<file path="src/design/mrtu_pkg.sv">
`default_nettype none
package mrtu_pkg;

    localparam logic [2:0] CMD_READ  = 3'd0;
    localparam logic [2:0] CMD_WRITE = 3'd1;
    localparam logic [2:0] CMD_CAL   = 3'd2;
    localparam logic [2:0] CMD_RX    = 3'd3;
    localparam logic [2:0] CMD_TICK  = 3'd4;

    localparam logic [1:0] KIND_TX   = 2'd0;
    localparam logic [1:0] KIND_STAT = 2'd1;
    localparam logic [1:0] KIND_DATA = 2'd2;

    localparam logic [3:0] ST_CRC_ERR   = 4'd0;
    localparam logic [3:0] ST_READ_OK   = 4'd1;
    localparam logic [3:0] ST_READ_MIS  = 4'd2;
    localparam logic [3:0] ST_WRITE_OK  = 4'd3;
    localparam logic [3:0] ST_WRITE_MIS = 4'd4;
    localparam logic [3:0] ST_NOT_IMPL  = 4'd5;
    localparam logic [3:0] ST_CAL_OK    = 4'd6;
    localparam logic [3:0] ST_UNKNOWN   = 4'd7;
    localparam logic [3:0] ST_NO_REPLY  = 4'd8;
    localparam logic [3:0] ST_FRAME_ERR = 4'd9;

    localparam logic [2:0] CFG_TIMEOUT  = 3'd0;
    localparam logic [2:0] CFG_FC_READ  = 3'd1;
    localparam logic [2:0] CFG_FC_WRITE = 3'd2;
    localparam logic [2:0] CFG_FC_MULTI = 3'd3;
    localparam logic [2:0] CFG_FC_CAL   = 3'd4;

    localparam logic [15:0] CRC_INIT = 16'hFFFF;
    localparam logic [15:0] CRC_POLY = 16'hA001;
    localparam logic [5:0]  MAX_DATA = 6'd59;

    typedef enum logic [3:0] {
        DP_NOP, DP_LATCH, DP_TX_INIT, DP_TX_BYTE, DP_RX_STORE, DP_TICK, DP_FEND,
        DP_STAT_PUSH, DP_RD_ISSUE, DP_RD_PUSH, DP_CMP_ISSUE, DP_CMP_CHECK
    } dp_op_t;

    typedef enum logic [1:0] {FE_STAT, FE_READ, FE_WRITE} fend_t;

    typedef struct packed {
        dp_op_t op;
    } ctl_t;

    typedef struct packed {
        logic [2:0] command;
        logic       rx_last;
        logic       slot_free;
        logic       tx_last;
        logic       tick_hit;
        fend_t      fend;
        logic       rd_zero;
        logic       rd_last;
        logic       cmp_last;
    } dp_stat_t;

    function automatic logic [15:0] crc_fold(input logic [15:0] crc, input logic [7:0] b);
        logic [15:0] c;
        c = crc ^ {8'h00, b};
        for (int k = 0; k < 8; k++) begin
            if (c[0]) c = (c >> 1) ^ CRC_POLY;
            else      c = c >> 1;
        end
        return c;
    endfunction

endpackage
`default_nettype wire

</file>
<file path="src/design/mrtu_ctrl.sv">
`default_nettype none
module mrtu_ctrl (
    input  wire logic              aclk,
    input  wire logic              aresetn,
    input  wire logic              s_tvalid,
    output logic                   s_tready,
    input  wire mrtu_pkg::dp_stat_t st,
    output mrtu_pkg::ctl_t         ctl
);

    typedef enum logic [3:0] {
        S_IDLE, S_DECODE, S_TX, S_FEND, S_STAT, S_RDSTAT,
        S_RDRQ, S_RDDAT, S_CMPRQ, S_CMPCHK
    } state_t;

    state_t state_reg, state_next;

    assign s_tready = (state_reg == S_IDLE);

    always_comb begin
        state_next = state_reg;
        ctl.op     = mrtu_pkg::DP_NOP;
        unique case (state_reg)
            S_IDLE: begin
                if (s_tvalid) begin
                    ctl.op     = mrtu_pkg::DP_LATCH;
                    state_next = S_DECODE;
                end
            end
            S_DECODE: begin
                state_next = S_IDLE;
                case (st.command) inside
                    mrtu_pkg::CMD_READ, mrtu_pkg::CMD_WRITE, mrtu_pkg::CMD_CAL: begin
                        ctl.op     = mrtu_pkg::DP_TX_INIT;
                        state_next = S_TX;
                    end
                    mrtu_pkg::CMD_RX: begin
                        ctl.op = mrtu_pkg::DP_RX_STORE;
                        if (st.rx_last) state_next = S_FEND;
                    end
                    mrtu_pkg::CMD_TICK: begin
                        ctl.op = mrtu_pkg::DP_TICK;
                        if (st.tick_hit) state_next = S_STAT;
                    end
                    default: ;
                endcase
            end
            S_TX: begin
                if (st.slot_free) begin
                    ctl.op = mrtu_pkg::DP_TX_BYTE;
                    if (st.tx_last) state_next = S_IDLE;
                end
            end
            S_FEND: begin
                ctl.op = mrtu_pkg::DP_FEND;
                unique case (st.fend)
                    mrtu_pkg::FE_READ:  state_next = S_RDSTAT;
                    mrtu_pkg::FE_WRITE: state_next = S_CMPRQ;
                    default:            state_next = S_STAT;
                endcase
            end
            S_STAT: begin
                if (st.slot_free) begin
                    ctl.op     = mrtu_pkg::DP_STAT_PUSH;
                    state_next = S_IDLE;
                end
            end
            S_RDSTAT: begin
                if (st.slot_free) begin
                    ctl.op     = mrtu_pkg::DP_STAT_PUSH;
                    state_next = st.rd_zero ? S_IDLE : S_RDRQ;
                end
            end
            S_RDRQ: begin
                ctl.op     = mrtu_pkg::DP_RD_ISSUE;
                state_next = S_RDDAT;
            end
            S_RDDAT: begin
                if (st.slot_free) begin
                    ctl.op     = mrtu_pkg::DP_RD_PUSH;
                    state_next = st.rd_last ? S_IDLE : S_RDRQ;
                end
            end
            S_CMPRQ: begin
                ctl.op     = mrtu_pkg::DP_CMP_ISSUE;
                state_next = S_CMPCHK;
            end
            S_CMPCHK: begin
                ctl.op     = mrtu_pkg::DP_CMP_CHECK;
                state_next = st.cmp_last ? S_STAT : S_CMPRQ;
            end
            default: state_next = S_IDLE;
        endcase
    end

    always_ff @(posedge aclk) begin
        if (!aresetn) begin
            state_reg <= S_IDLE;
        end else begin
            state_reg <= state_next;
        end
    end

endmodule
`default_nettype wire

</file>
<file path="src/design/mrtu_datapath.sv">
`default_nettype none
module mrtu_datapath #(
    parameter int RESP_BYTES = 64
) (
    input  wire logic               aclk,
    input  wire logic               aresetn,
    input  wire mrtu_pkg::ctl_t     ctl,
    output mrtu_pkg::dp_stat_t      st,
    input  wire logic [87:0]        s_tdata,
    input  wire logic [2:0]         s_tuser,
    input  wire logic               s_tlast,
    input  wire logic               cfg_we,
    input  wire logic [2:0]         cfg_index,
    input  wire logic [15:0]        cfg_data,
    input  wire logic               m_tready,
    output logic                    m_tvalid,
    output logic [15:0]             m_tdata,
    output logic [1:0]              m_tuser,
    output logic                    m_tlast
);

    localparam int LW = $clog2(RESP_BYTES + 1);
    localparam int AW = $clog2(RESP_BYTES);

    // configuration
    logic [15:0] ticks_reg;
    logic [7:0]  fc_read_reg, fc_write_reg, fc_multi_reg, fc_cal_reg;

    // latched input word
    logic [2:0]  cmd_reg;
    logic [7:0]  dev_reg, point_reg, rx_reg;
    logic [15:0] raddr_reg, cv_reg;
    logic [31:0] dens_reg;
    logic        rxl_reg;

    // request side
    logic [7:0]  req_reg [9];
    logic [3:0]  req_len_reg;
    logic [15:0] txcrc_reg;
    logic [5:0]  idx_reg;

    // response side
    logic [7:0]    mem [RESP_BYTES];
    logic [7:0]    rdata_reg;
    logic [LW-1:0] len_reg;
    logic          ovf_reg;
    logic [15:0]   lcrc_reg;
    logic [7:0]    prev1_reg, prev2_reg, r0_reg, r1_reg, r2_reg;
    logic [5:0]    cnt_reg;
    logic          mis_reg;

    logic [15:0] tcount_reg;
    logic        trun_reg;

    logic [3:0]  stat_code_reg;
    logic [7:0]  stat_data_reg;
    logic        stat_last_reg;

    logic        out_valid_reg, out_last_reg;
    logic [1:0]  out_kind_reg;
    logic [7:0]  out_data_reg;
    logic [3:0]  out_status_reg;

    logic        slot_free;
    logic        push;
    logic [3:0]  idx4, nb;
    logic [7:0]  fc_sel, tx_byte;
    logic        tx_last;
    logic [15:0] tcount_inc;
    logic        tick_hit;
    logic [8:0]  len9, room9, cnt9, rd_addr9, cmp_addr9;
    logic        fe_short, fe_crc;
    mrtu_pkg::fend_t fe_kind;
    logic [3:0]  fe_code;
    logic [7:0]  fe_data;
    logic        cmp_mis;

    assign slot_free = !out_valid_reg || m_tready;
    assign push      = (ctl.op == mrtu_pkg::DP_TX_BYTE) || (ctl.op == mrtu_pkg::DP_STAT_PUSH) ||
                       (ctl.op == mrtu_pkg::DP_RD_PUSH);
    assign idx4      = idx_reg[3:0];
    assign nb        = (cmd_reg == mrtu_pkg::CMD_CAL) ? 4'd7 : 4'd6;
    assign tx_last   = (idx4 == nb + 4'd1);

    always_comb begin
        case (cmd_reg)
            mrtu_pkg::CMD_READ:  fc_sel = fc_read_reg;
            mrtu_pkg::CMD_WRITE: fc_sel = fc_write_reg;
            default:             fc_sel = fc_cal_reg;
        endcase
    end

    always_comb begin
        tx_byte = 8'h00;
        if (idx4 == nb) begin
            tx_byte = txcrc_reg[7:0];
        end else if (idx4 == nb + 4'd1) begin
            tx_byte = txcrc_reg[15:8];
        end else begin
            case (idx4)
                4'd0: tx_byte = dev_reg;
                4'd1: tx_byte = fc_sel;
                4'd2: tx_byte = (cmd_reg == mrtu_pkg::CMD_CAL) ? point_reg : raddr_reg[15:8];
                4'd3: tx_byte = (cmd_reg == mrtu_pkg::CMD_CAL) ? dens_reg[7:0] : raddr_reg[7:0];
                4'd4: tx_byte = (cmd_reg == mrtu_pkg::CMD_CAL) ? dens_reg[15:8] : cv_reg[15:8];
                4'd5: tx_byte = (cmd_reg == mrtu_pkg::CMD_CAL) ? dens_reg[23:16] : cv_reg[7:0];
                4'd6: tx_byte = dens_reg[31:24];
                default: tx_byte = 8'h00;
            endcase
        end
    end

    assign tcount_inc = tcount_reg + 16'd1;
    assign tick_hit   = trun_reg && (tcount_inc >= ticks_reg);

    // frame end classification
    assign len9  = 9'(len_reg);
    assign room9 = (len9 >= 9'd5) ? len9 - 9'd5 : 9'd0;
    always_comb begin
        cnt9 = {1'b0, r2_reg};
        if (cnt9 > room9) cnt9 = room9;
        if (cnt9 > 9'(mrtu_pkg::MAX_DATA)) cnt9 = 9'(mrtu_pkg::MAX_DATA);
    end

    assign fe_short = ovf_reg || (len9 < 9'd4);
    assign fe_crc   = ({prev1_reg, prev2_reg} != lcrc_reg);

    always_comb begin
        fe_kind = mrtu_pkg::FE_STAT;
        fe_data = 8'h00;
        fe_code = mrtu_pkg::ST_UNKNOWN;
        if (fe_short) begin
            fe_code = mrtu_pkg::ST_FRAME_ERR;
        end else if (fe_crc) begin
            fe_code = mrtu_pkg::ST_CRC_ERR;
        end else if (r1_reg == fc_read_reg) begin
            if (r0_reg != req_reg[0] || r1_reg != req_reg[1]) begin
                fe_code = mrtu_pkg::ST_READ_MIS;
            end else begin
                fe_code = mrtu_pkg::ST_READ_OK;
                fe_kind = mrtu_pkg::FE_READ;
            end
        end else if (r1_reg == fc_write_reg) begin
            fe_code = mrtu_pkg::ST_WRITE_MIS;
            if (len9 == 9'(req_len_reg)) fe_kind = mrtu_pkg::FE_WRITE;
        end else if (r1_reg == fc_multi_reg) begin
            fe_code = mrtu_pkg::ST_NOT_IMPL;
        end else if (r1_reg == fc_cal_reg) begin
            fe_code = mrtu_pkg::ST_CAL_OK;
            fe_data = r2_reg;
        end
    end

    assign rd_addr9  = 9'(idx_reg) + 9'd3;
    assign cmp_addr9 = 9'(idx_reg);
    assign cmp_mis   = mis_reg || (rdata_reg != req_reg[idx4]);

    assign st.command   = cmd_reg;
    assign st.rx_last   = rxl_reg;
    assign st.slot_free = slot_free;
    assign st.tx_last   = tx_last;
    assign st.tick_hit  = tick_hit;
    assign st.fend      = fe_kind;
    assign st.rd_zero   = (cnt_reg == 6'd0);
    assign st.rd_last   = (idx_reg + 6'd1 == cnt_reg);
    assign st.cmp_last  = (idx4 + 4'd1 == req_len_reg);

    // payload and memory
    always_ff @(posedge aclk) begin
        unique case (ctl.op)
            mrtu_pkg::DP_LATCH: begin
                cmd_reg   <= s_tuser;
                dev_reg   <= s_tdata[7:0];
                raddr_reg <= s_tdata[23:8];
                cv_reg    <= s_tdata[39:24];
                point_reg <= s_tdata[47:40];
                dens_reg  <= s_tdata[79:48];
                rx_reg    <= s_tdata[87:80];
                rxl_reg   <= s_tlast;
            end
            mrtu_pkg::DP_RX_STORE: begin
                if (len_reg < LW'(RESP_BYTES)) begin
                    mem[len_reg[AW-1:0]] <= rx_reg;
                    prev2_reg <= prev1_reg;
                    prev1_reg <= rx_reg;
                    if (len9 == 9'd0) r0_reg <= rx_reg;
                    if (len9 == 9'd1) r1_reg <= rx_reg;
                    if (len9 == 9'd2) r2_reg <= rx_reg;
                end
            end
            mrtu_pkg::DP_FEND: begin
                cnt_reg <= cnt9[5:0];
            end
            mrtu_pkg::DP_RD_ISSUE:  rdata_reg <= mem[rd_addr9[AW-1:0]];
            mrtu_pkg::DP_CMP_ISSUE: rdata_reg <= mem[cmp_addr9[AW-1:0]];
            default: ;
        endcase
    end

    // control state
    always_ff @(posedge aclk) begin
        if (!aresetn) begin
            ticks_reg     <= 16'd100;
            fc_read_reg   <= 8'd3;
            fc_write_reg  <= 8'd6;
            fc_multi_reg  <= 8'd16;
            fc_cal_reg    <= 8'd65;
            for (int i = 0; i < 9; i++) req_reg[i] <= 8'h00;
            req_len_reg   <= 4'd0;
            txcrc_reg     <= mrtu_pkg::CRC_INIT;
            idx_reg       <= 6'd0;
            len_reg       <= '0;
            ovf_reg       <= 1'b0;
            lcrc_reg      <= mrtu_pkg::CRC_INIT;
            mis_reg       <= 1'b0;
            tcount_reg    <= 16'd0;
            trun_reg      <= 1'b0;
            stat_code_reg <= 4'd0;
            stat_data_reg <= 8'h00;
            stat_last_reg <= 1'b0;
            out_valid_reg <= 1'b0;
            out_kind_reg  <= 2'd0;
            out_data_reg  <= 8'h00;
            out_status_reg <= 4'd0;
            out_last_reg  <= 1'b0;
        end else begin
            if (cfg_we) begin
                case (cfg_index)
                    mrtu_pkg::CFG_TIMEOUT:  ticks_reg    <= cfg_data;
                    mrtu_pkg::CFG_FC_READ:  fc_read_reg  <= cfg_data[7:0];
                    mrtu_pkg::CFG_FC_WRITE: fc_write_reg <= cfg_data[7:0];
                    mrtu_pkg::CFG_FC_MULTI: fc_multi_reg <= cfg_data[7:0];
                    mrtu_pkg::CFG_FC_CAL:   fc_cal_reg   <= cfg_data[7:0];
                    default: ;
                endcase
            end

            if (m_tready && !push) out_valid_reg <= 1'b0;

            unique case (ctl.op)
                mrtu_pkg::DP_TX_INIT: begin
                    idx_reg   <= 6'd0;
                    txcrc_reg <= mrtu_pkg::CRC_INIT;
                    if (cmd_reg == mrtu_pkg::CMD_READ) begin
                        tcount_reg <= 16'd0;
                        trun_reg   <= 1'b1;
                    end
                end
                mrtu_pkg::DP_TX_BYTE: begin
                    req_reg[idx4] <= tx_byte;
                    if (idx4 < nb) txcrc_reg <= mrtu_pkg::crc_fold(txcrc_reg, tx_byte);
                    if (tx_last) req_len_reg <= nb + 4'd2;
                    idx_reg        <= idx_reg + 6'd1;
                    out_valid_reg  <= 1'b1;
                    out_kind_reg   <= mrtu_pkg::KIND_TX;
                    out_data_reg   <= tx_byte;
                    out_status_reg <= 4'd0;
                    out_last_reg   <= tx_last;
                end
                mrtu_pkg::DP_RX_STORE: begin
                    if (len_reg < LW'(RESP_BYTES)) begin
                        if (len9 >= 9'd2) lcrc_reg <= mrtu_pkg::crc_fold(lcrc_reg, prev2_reg);
                        len_reg <= LW'(len9 + 9'd1);
                    end else begin
                        ovf_reg <= 1'b1;
                    end
                    if (rxl_reg) begin
                        trun_reg   <= 1'b0;
                        tcount_reg <= 16'd0;
                    end
                end
                mrtu_pkg::DP_TICK: begin
                    if (trun_reg) tcount_reg <= tick_hit ? 16'd0 : tcount_inc;
                    stat_code_reg <= mrtu_pkg::ST_NO_REPLY;
                    stat_data_reg <= 8'h00;
                    stat_last_reg <= 1'b1;
                end
                mrtu_pkg::DP_FEND: begin
                    stat_code_reg <= fe_code;
                    stat_data_reg <= fe_data;
                    stat_last_reg <= (fe_kind != mrtu_pkg::FE_READ) || (cnt9 == 9'd0);
                    idx_reg       <= 6'd0;
                    mis_reg       <= 1'b0;
                    len_reg       <= '0;
                    ovf_reg       <= 1'b0;
                    lcrc_reg      <= mrtu_pkg::CRC_INIT;
                end
                mrtu_pkg::DP_STAT_PUSH: begin
                    out_valid_reg  <= 1'b1;
                    out_kind_reg   <= mrtu_pkg::KIND_STAT;
                    out_data_reg   <= stat_data_reg;
                    out_status_reg <= stat_code_reg;
                    out_last_reg   <= stat_last_reg;
                end
                mrtu_pkg::DP_RD_PUSH: begin
                    idx_reg        <= idx_reg + 6'd1;
                    out_valid_reg  <= 1'b1;
                    out_kind_reg   <= mrtu_pkg::KIND_DATA;
                    out_data_reg   <= rdata_reg;
                    out_status_reg <= 4'd0;
                    out_last_reg   <= (idx_reg + 6'd1 == cnt_reg);
                end
                mrtu_pkg::DP_CMP_CHECK: begin
                    idx_reg       <= idx_reg + 6'd1;
                    mis_reg       <= cmp_mis;
                    stat_code_reg <= cmp_mis ? mrtu_pkg::ST_WRITE_MIS : mrtu_pkg::ST_WRITE_OK;
                    stat_data_reg <= 8'h00;
                    stat_last_reg <= 1'b1;
                end
                default: ;
            endcase
        end
    end

    assign m_tvalid = out_valid_reg;
    assign m_tdata  = {4'h0, out_status_reg, out_data_reg};
    assign m_tuser  = out_kind_reg;
    assign m_tlast  = out_last_reg;

    a_push_free: assert property (@(posedge aclk) disable iff (!aresetn)
        (ctl.op == mrtu_pkg::DP_TX_BYTE || ctl.op == mrtu_pkg::DP_STAT_PUSH ||
         ctl.op == mrtu_pkg::DP_RD_PUSH) |-> slot_free)
        else $error("result word pushed over a pending one");
    a_fend_clear: assert property (@(posedge aclk) disable iff (!aresetn)
        ctl.op == mrtu_pkg::DP_FEND |=> (len_reg == '0 && !ovf_reg
                                         && lcrc_reg == mrtu_pkg::CRC_INIT))
        else $error("receive buffer not cleared at frame end");
    a_len_bound: assert property (@(posedge aclk) disable iff (!aresetn)
        len_reg <= LW'(RESP_BYTES))
        else $error("response length beyond buffer");
    a_req_len: assert property (@(posedge aclk) disable iff (!aresetn)
        req_len_reg == 4'd0 || req_len_reg == 4'd8 || req_len_reg == 4'd9)
        else $error("bad request length");

endmodule
`default_nettype wire

</file>
<file path="src/design/modbus_rtu_master_frame_engine_core.sv">
// Request: the word is taken, then decoded, then one frame byte per cycle
//   (8 or 9 bytes, CRC computed byte-wise as they go out) while m_tready is high.
// Response byte / tick: taken, then stored or counted; a firing no-reply status is
//   pushed. Frame end: classified, status words pushed, each data byte or compared
//   request byte read, then pushed or checked (single registered buffer read port).
// Synchronous active-low reset; the receive buffer itself is not cleared.
`default_nettype none
module modbus_rtu_master_frame_engine_core #(
    parameter int RESP_BYTES = 64
) (
    input  wire logic        aclk,
    input  wire logic        aresetn,
    input  wire logic        s_tvalid,
    output logic             s_tready,
    // slave_id, start_reg, count_or_value, point, density_bits, rx_byte
    input  wire logic [87:0] s_tdata,
    // command
    input  wire logic [2:0]  s_tuser,
    input  wire logic        s_tlast,
    output logic             m_tvalid,
    input  wire logic        m_tready,
    // data_byte, status, zero pad
    output logic [15:0]      m_tdata,
    // kind
    output logic [1:0]       m_tuser,
    output logic             m_tlast,
    input  wire logic        cfg_we,
    input  wire logic [2:0]  cfg_index,
    input  wire logic [15:0] cfg_data
);

    mrtu_pkg::ctl_t     ctl;
    mrtu_pkg::dp_stat_t st;

    mrtu_ctrl u_ctrl (
        .aclk     (aclk),
        .aresetn  (aresetn),
        .s_tvalid (s_tvalid),
        .s_tready (s_tready),
        .st       (st),
        .ctl      (ctl)
    );

    mrtu_datapath #(.RESP_BYTES(RESP_BYTES)) u_dp (
        .aclk      (aclk),
        .aresetn   (aresetn),
        .ctl       (ctl),
        .st        (st),
        .s_tdata   (s_tdata),
        .s_tuser   (s_tuser),
        .s_tlast   (s_tlast),
        .cfg_we    (cfg_we),
        .cfg_index (cfg_index),
        .cfg_data  (cfg_data),
        .m_tready  (m_tready),
        .m_tvalid  (m_tvalid),
        .m_tdata   (m_tdata),
        .m_tuser   (m_tuser),
        .m_tlast   (m_tlast)
    );

endmodule
`default_nettype wire
</file>
<file path="config.mk">
export PLATFORM = sky130hd
export DESIGN_NAME = modbus_rtu_master_frame_engine_core
export DESIGN_NICKNAME = d
export VERILOG_FILES = /design/src/design/mrtu_pkg.sv /design/src/design/mrtu_ctrl.sv /design/src/design/mrtu_datapath.sv /design/src/design/modbus_rtu_master_frame_engine_core.sv
export SDC_FILE = /design/constraint.sdc
export NUM_CORES = 2
export LEC_CHECK = 0
export BUFFER_PORTS_ARGS = -buffer_cell sky130_fd_sc_hd__buf_2
export CORE_AREA = 5 5 280 282
export DETAILED_ROUTE_END_ITERATION = 12
export DIE_AREA = 0 0 285 287
export PLACE_DENSITY = 0.72
export SYNTH_ARGS = -nofsm -noshare
export SYNTH_HDL_FRONTEND = slang
export SYNTH_SLANG_ARGS = --single-unit
</file>
<file path="constraint.sdc">
create_clock -name aclk -period 11.4 [get_ports aclk]
set_input_delay 0.57 -clock aclk [delete_from_list [all_inputs] [get_ports aclk]]
set_output_delay 0.57 -clock aclk [all_outputs]
set_load 0.005 [all_outputs]
</file>
* Word level (Yosys, flattened, before mapping)
Memories as Yosys holds them, arrays and structs flattened. A register that Yosys moved wholly into a read port is not among the register bits. Index checks and enable logic that the tools add are counted.
Operators by class: $add $sub $neg 8, reduce and logical (&&, ||, !) cells 55, equal/unequal tests 65, bitwise gates (word level) 18, mux-type cells 164, magnitude comparators 8
Operator list (count):
- $mux W16 | 72
- $mux W8 | 13
- $mux W4 | 21
- $pmux W16 S2 | 2
- $pmux W8 S7 | 1
- $not A2 Y3 | 16
- $pmux W16 S3 | 1
- $pmux W8 S2 | 3
- $eq A4 B3 Y1 const B | 11
- $pmux W4 S10 | 1
- $pmux W4 S9 | 1
- $eq A8 B8 Y1 | 4
- $xor A16 B8 Y16 | 2
- $mux W9 | 3
- $eq A4 B2 Y1 const B | 6
- $eq A4 B4 Y1 const B | 6
- $ne A8 B8 Y1 | 3
- $pmux W8 S3 | 1
- $ne A2 B1 Y1 const B | 10
- $reduce_and A2 Y1 | 10
- $logic_not A9 Y1 | 2
- $mux W3 | 6
- $reduce_bool A2 Y1 | 9
- $mux W1 | 17
- 51 further kinds | 97
Storage, ports and cells: bits in registers 295, word-level logic and storage cells 358, memories kept 2, memory bits (writable) 584, output and inout port bits 21, input bits 116
Memories:
- u_dp.mem | words 64, width 8, read ports 2, clocked after Yosys merged registers in 1, wr ports 1, line mrtu_datapath.sv:43 | logic [7:0] mem [RESP_BYTES];
- u_dp.req_reg | words 9, width 8, read ports 3, clocked after Yosys merged registers in 1, wr ports 9, line mrtu_datapath.sv:37 | logic [7:0] req_reg [9];

* Longest topological paths before layout
word-level depth 49, mapped depth 22, gate-level depth less buffers 20

* By module
From an unflattened synthesis, not the netlist that was laid out.
Unflattened totals: cell total of the unflattened synthesis 2854, area, all modules 43897.1 µm²
Modules (own cells, without submodules):
- mrtu_datapath | area an instance 43311.5 µm², instances 1, cells an instance 2777, sequential area each 26585.5 µm²
- mrtu_ctrl | area an instance 585.6 µm², instances 1, cells an instance 77, sequential area each 80.1 µm²

* Worst setup path before layout
Ideal clock, no wire load.
path kind reg2reg, from reg u_dp.idx_reg[0], to reg u_dp.txcrc_reg[0], buffers on the path 4, data arrival time 4.075 ns, clock period less this slack 4.212 ns, data required time 11.263 ns, setup time 0.137 ns, stages on the path, launching flop included 18, slack 7.188 ns, cells stage by stage dfxtp_1 clkbuf_1 clkbuf_1 inv_1 ha_1 clkbuf_1 clkbuf_1 and3_1 a211oi_1 o221a_2 o211ai_1 a221o_1 and2_1 o41ai_1 xnor3_2 xor2_1 xnor2_1 a31oi_1
On the way: word-level cells in the longest chain between the ends 37, elaborated cells on any way between the ends 54, classes of those cells order compare (1); eq/ne (9); mux (34); bitwise (8); reduce/logical (2)
RTL lines:
- from (decl) | line mrtu_datapath.sv:40 | logic [5:0] idx_reg;
- from (signal assigned) | line mrtu_datapath.sv:253 | idx_reg <= idx_reg + 6'd1;
- from (signal assigned) | line mrtu_datapath.sv:296 | idx_reg <= idx_reg + 6'd1;
- from (signal assigned) | line mrtu_datapath.sv:304 | idx_reg <= idx_reg + 6'd1;
- $eq A4 B3 Y1, or another cell as far along | line mrtu_datapath.sv:100 | case (idx4)
- $pmux W8 S7 | line mrtu_datapath.sv:100
- $mux W8 | line mrtu_datapath.sv:97 | end else if (idx4 == nb + 4'd1) begin
- $mux W8 | line mrtu_datapath.sv:95 | if (idx4 == nb) begin
- $xor A16 B8 Y16 | line mrtu_pkg.sv:60 | c = crc ^ {8'h00, b};
- $mux W16 / $not A2 Y3 (equally long branches)
- $mux W16, on equally long branches | line mrtu_datapath.sv:251, mrtu_pkg.sv:62
- $mux W16, on equally long branches | line mrtu_datapath.sv:240, mrtu_datapath.sv:251
- [21 not listed]
- $not A2 Y3 (no line) / $mux W16 (equally long branches)
- $mux W16 | line mrtu_pkg.sv:62 | if (c[0]) c = (c >> 1) ^ CRC_POLY;
- $mux W16 | line mrtu_datapath.sv:251 | if (idx4 < nb) txcrc_reg <= mrtu_pkg::crc_fold(txcrc_reg, tx_byte);
- $mux W16 | line mrtu_datapath.sv:240 | unique case (ctl.op)
- $mux W16 | line mrtu_datapath.sv:202 | if (!aresetn) begin
- $mux W16 | line mrtu_pkg.sv:62
- $mux W16 | line mrtu_datapath.sv:251
- $pmux W16 S2 | line mrtu_datapath.sv:240
- to (signal assigned) | line mrtu_datapath.sv:210 | txcrc_reg <= mrtu_pkg::CRC_INIT;
- to (signal assigned) | line mrtu_datapath.sv:243 | txcrc_reg <= mrtu_pkg::CRC_INIT;
- to (signal assigned) | line mrtu_datapath.sv:251
- to (decl) | line mrtu_datapath.sv:39 | logic [15:0] txcrc_reg;
Parallel ways exist; a longest one is shown, timed or not. The select of a mux whose other input is x is not followed. A chain may end at the register's enable or synchronous reset.

* Worst setup path in the final report
from reg u_dp.len_reg[0], to reg u_dp.cnt_reg[2] (data pin)
On the way: word-level cells in the longest chain between the ends 6, elaborated cells on any way between the ends 7, classes of those cells add/sub (1); order compare (3); mux (3)
RTL lines:
- from (decl) | line mrtu_datapath.sv:45 | logic [LW-1:0] len_reg;
- from (signal assigned) | line mrtu_datapath.sv:263 | len_reg <= LW'(len9 + 9'd1);
- $sub A7 B3 Y8 / $ge A7 B3 Y1 (equally long branches) | line mrtu_datapath.sv:118 | assign room9 = (len9 >= 9'd5) ? len9 - 9'd5 : 9'd0;
- $mux W9 (*) | line mrtu_datapath.sv:118
- $gt A8 B9 Y1 | line mrtu_datapath.sv:121 | if (cnt9 > room9) cnt9 = room9;
- $mux W9 (*) | line mrtu_datapath.sv:121
- $gt A9 B6 Y1 | line mrtu_datapath.sv:122 | if (cnt9 > 9'(mrtu_pkg::MAX_DATA)) cnt9 = 9'(mrtu_pkg::MAX_DATA);
- $mux W9 (*) | line mrtu_datapath.sv:122
- named net u_dp.cnt9[2] | line mrtu_datapath.sv:71 | logic [8:0] len9, room9, cnt9, rd_addr9, cmp_addr9;
- to (signal assigned) | line mrtu_datapath.sv:192 | cnt_reg <= cnt9[5:0];
- to (decl) | line mrtu_datapath.sv:49 | logic [5:0] cnt_reg;
The timed path passes the listed nets; every way through them passes the cells marked *.

==> flow_summary.yaml <==
timing:
  period_share: 0.453
  hold_viol_final: 0
  maxSlewViolCount: 0
  fmax_ghz: 0.194
  slew_headroom: 0.0901
  fin_crit_ns: 5.16
  tightest_slew_ns: 1.36
  setup_viol: 0
  rsz0062_at_grt: "false"
  skew_ns: 0.0446
  totalNegativeSetupSlack_ns: 0
cts:
  cts_setup_buffers: 0
  hold_buffers: 0
  cts-buffers-inserted: 97
  clock_latency_ns: 0.67
  clk_path_buf_depth: 3
  post_cts_resized: 0
  cts_root_buf: "clkbuf_16"
  clock-sinks: 939
  h-tree-depth: 3
  cts_tree: "built"
  clk_pin_slew_worst_paths_ns: 0.06
die:
  ioPinCount: 137
  fp.dieH_um: 287
  rows: 101
  die_area_um2: 81800
  fp.dieW_um: 285
  core_um2: 75400
  initial_core_util: 0.575
critical_path:
  startpoint: "u_dp.len_reg[0]"
  r2r-start: "u_dp.len_reg[0]"
  cp.depth: 19
  critical_path.endpoint: "u_dp.cnt_reg[2]"
  critical_path.top_delay_family: "compound AO/OA/AOI/OAI gates"
  worst_ep_arrival_time_ns: 5.56
  reg2reg_to: "u_dp.cnt_reg[2]"
  reg2reg_depth: 19
  cp_slowest_cell: "o21ai_0"
  crit_type: "reg -> reg"
  rrSetupSlack_ns: 6.24
  crit_chain: "inv_1, ha_1, inv_1, o21ai_0, nor2b_1, nor2_1, inv_1, ha_1, nor2b_1, o21a_1, o21a_1, o21a_1, o21a_1, o21a_1, o21a_1, o21ai_0, a31oi_1, o31a_1, nor2b_1"
  critPathMaxFanout: 14
  cp_common_cell: "o21a_1"
  cp.required_ns: 11.80
  critPathMaxStageDelay_ns: 0.91
  start_kind: "flip-flop"
  crit_buf_inv: 3
  cp-end-kind: "flip-flop"
logic_synthesis:
  synthSimpleGateAreaFrac: 0.0684
  netlist_area_um2: 43400
  syn_area_per_cell_um2: 15.8
  synth_top_area_cell: "edfxtp_1"
  synth_edf_count: 786
  synth_top_family_by_area: "multiplexers"
  synthTopCellsByArea: "edfxtp_1 54%, mux4_2 20%, dfxtp_1 7.1%"
  synth_ff_type: "edfxtp_1"
  synthAdderAreaFrac: 0.0115
  ys_ff_latch: 939
  yosysWarnings: 0
  synth_seq_area_share: 0.614
  synth_top_cell_area_share: 0.544
  async_reset_ff_frac: 0
  netlist-cell-type-count: 78
  synthMuxAreaShare: 0.202
  synth_xor_xnor_area_share: 0.0276
  synth_compound_area_frac: 0.0542
  syn_inst: 2743
global_routing:
  gr-usage-met3: 0.0661
  grt_util_met1: 0.378
  grt_pass1_wl_mm: 170
  grt_pass1_vias: 26400
  overflow: 0
  grt_usage: 0.277
  grt_max_degree: 87
  antenna_found_initial: 2
  grt.busiest_layer: "met2"
  gr-usage-met2: 0.452
finish:
  syn_to_final_growth_pct: 11.1
  post-route-util: 0.639
  drive_gt1_frac: 0.256
  fin_cells: 3904
  largest_reg_flops: 512
  multiInputGateArea_um2: 15900
  final.fill_count: 5216
  mostFrequentLayoutCells: "786 x edfxtp_1, 376 x mux4_2, 221 x nor2_1"
  ff_latch_area_um2: 26700
  nNetsFinal: 3001
  design_area_um2: 48200
  final_common_cell: "edfxtp_1"
flow_run:
  maxCapViolCount: 0
placement:
  hpwlAfterDp_mm: 72.7
  gp_congestion: 0.909
  port_buffers: 132
  place_area_um2: 45100
  dp.cells: 3723
power:
  p_leak_nw: 15.7
  ir_worst_vdd_uv: 168
  power_density_nw_per_um2: 153
  power.total_mw: 7.38
detailed_routing:
  route.detailed.drc: 0
  detail-route-antenna-nets: 0
  wl_per_cell_um: 29.2
  num_vias: 26600
  first_pass_iters: 6
  routed_wl_mm: 114
  first_iter_violations: 3312
  vias_per_cell: 6.80
outcome:
  outcome: "completed"
hold_path:
  hp-class: "in -> reg"
## synthesized netlist by cell type, drive strengths merged (16+ instances only)
master and number:
mux2 16, a22oi 26, and2 17, xnor2 86
mux4 376, clkbuf 138, ha 40, edfxtp 786
a221oi 22, a31oi 19, nand4 19, a21boi 45
nor2 221, xor2 48, o21ai 63, inv 46
and3 18, nor2b 36, nand3 46, a22o 21
o211ai 22, dfxtp 153, nand2 197, nor3 34
buf 49, a21oi 49
## worst min path at each step
stage | from | end | slack [ns] | depth (start not counted)
after floorplan | u_dp.ticks_reg[10] | u_dp.ticks_reg[10] | 0.44 | 2
after global placement | u_dp.prev1_reg[3] | u_dp.prev2_reg[3] | 0.46 | 0
after detailed placement | u_dp.prev1_reg[3] | u_dp.prev2_reg[3] | 0.46 | 0
after CTS | s_tdata[66] | u_dp.dens_reg[18] | 0.04 | 1
after global routing | s_tdata[2] | u_dp.dev_reg[2] | 0.05 | 1
final | s_tdata[66] | u_dp.dens_reg[18] | 0.07 | 1
## layout make-up
| type | count | share of cell area |
|---|---|---|
| diodes | 1 | 0.0000519 |
| clock buffers | 121 | 0.0529 |
| clock inverters | 58 | 0.0126 |
| inverters | 49 | 0.00407 |
| multi-input cells | 1571 | 0.329 |
| flip-flops and latches | 939 | 0.553 |
| well taps | 978 | 0.0254 |
| repair buffers | 187 | 0.0225 |
## logic make-up after synthesis
| group | after synthesis |
|---|---|
| AND/OR/NAND/NOR | 647 |
| adder cells (fa/ha/maj) | 40 |
| XOR/XNOR | 135 |
| AO/OA/AOI/OAI | 340 |
| flip-flops | 939 |
| multiplexers | 405 |
| other | 1 |
| buffers and inverters | 236 |
## through the flow
stage          worst slack, ns  hold WS, ns
2_1_floorplan             7.19        0.443
3_3_place_gp              6.49        0.457
3_5_place_dp              6.33        0.462
4_1_cts                   6.30       0.0373
5_1_grt                   5.75       0.0469
6_report                  6.24       0.0686
## worst register-to-register path: cells and delay by family, from the launching register on
| family | cells | cell delay [ns] |
|---|---|---|
| AOI/OAI and AO/OA | 10 | 2.61 |
| and+or+nand+nor | 4 | 0.66 |
| DFF | 1 | 0.64 |
| adders and majority gates | 2 | 0.59 |
| buffers and inverters | 3 | 0.40 |
## power breakdown
part | leakage, nW | internal [mW] | total (mW) | switching (mW)
Sequential | 8.46 | 3.79 | 3.82 | 0.0290
Combinational | 5.67 | 0.166 | 0.424 | 0.257
Clock | 1.53 | 1.80 | 3.14 | 1.34
## layer usage
layer  part of all wire  vias up
met3               0.10      271
met1               0.37    13600
li1                   -    11100
met4              0.036        4
met5            0.00019        -
met2               0.49     1560
Power figures use the tool's default switching activity.
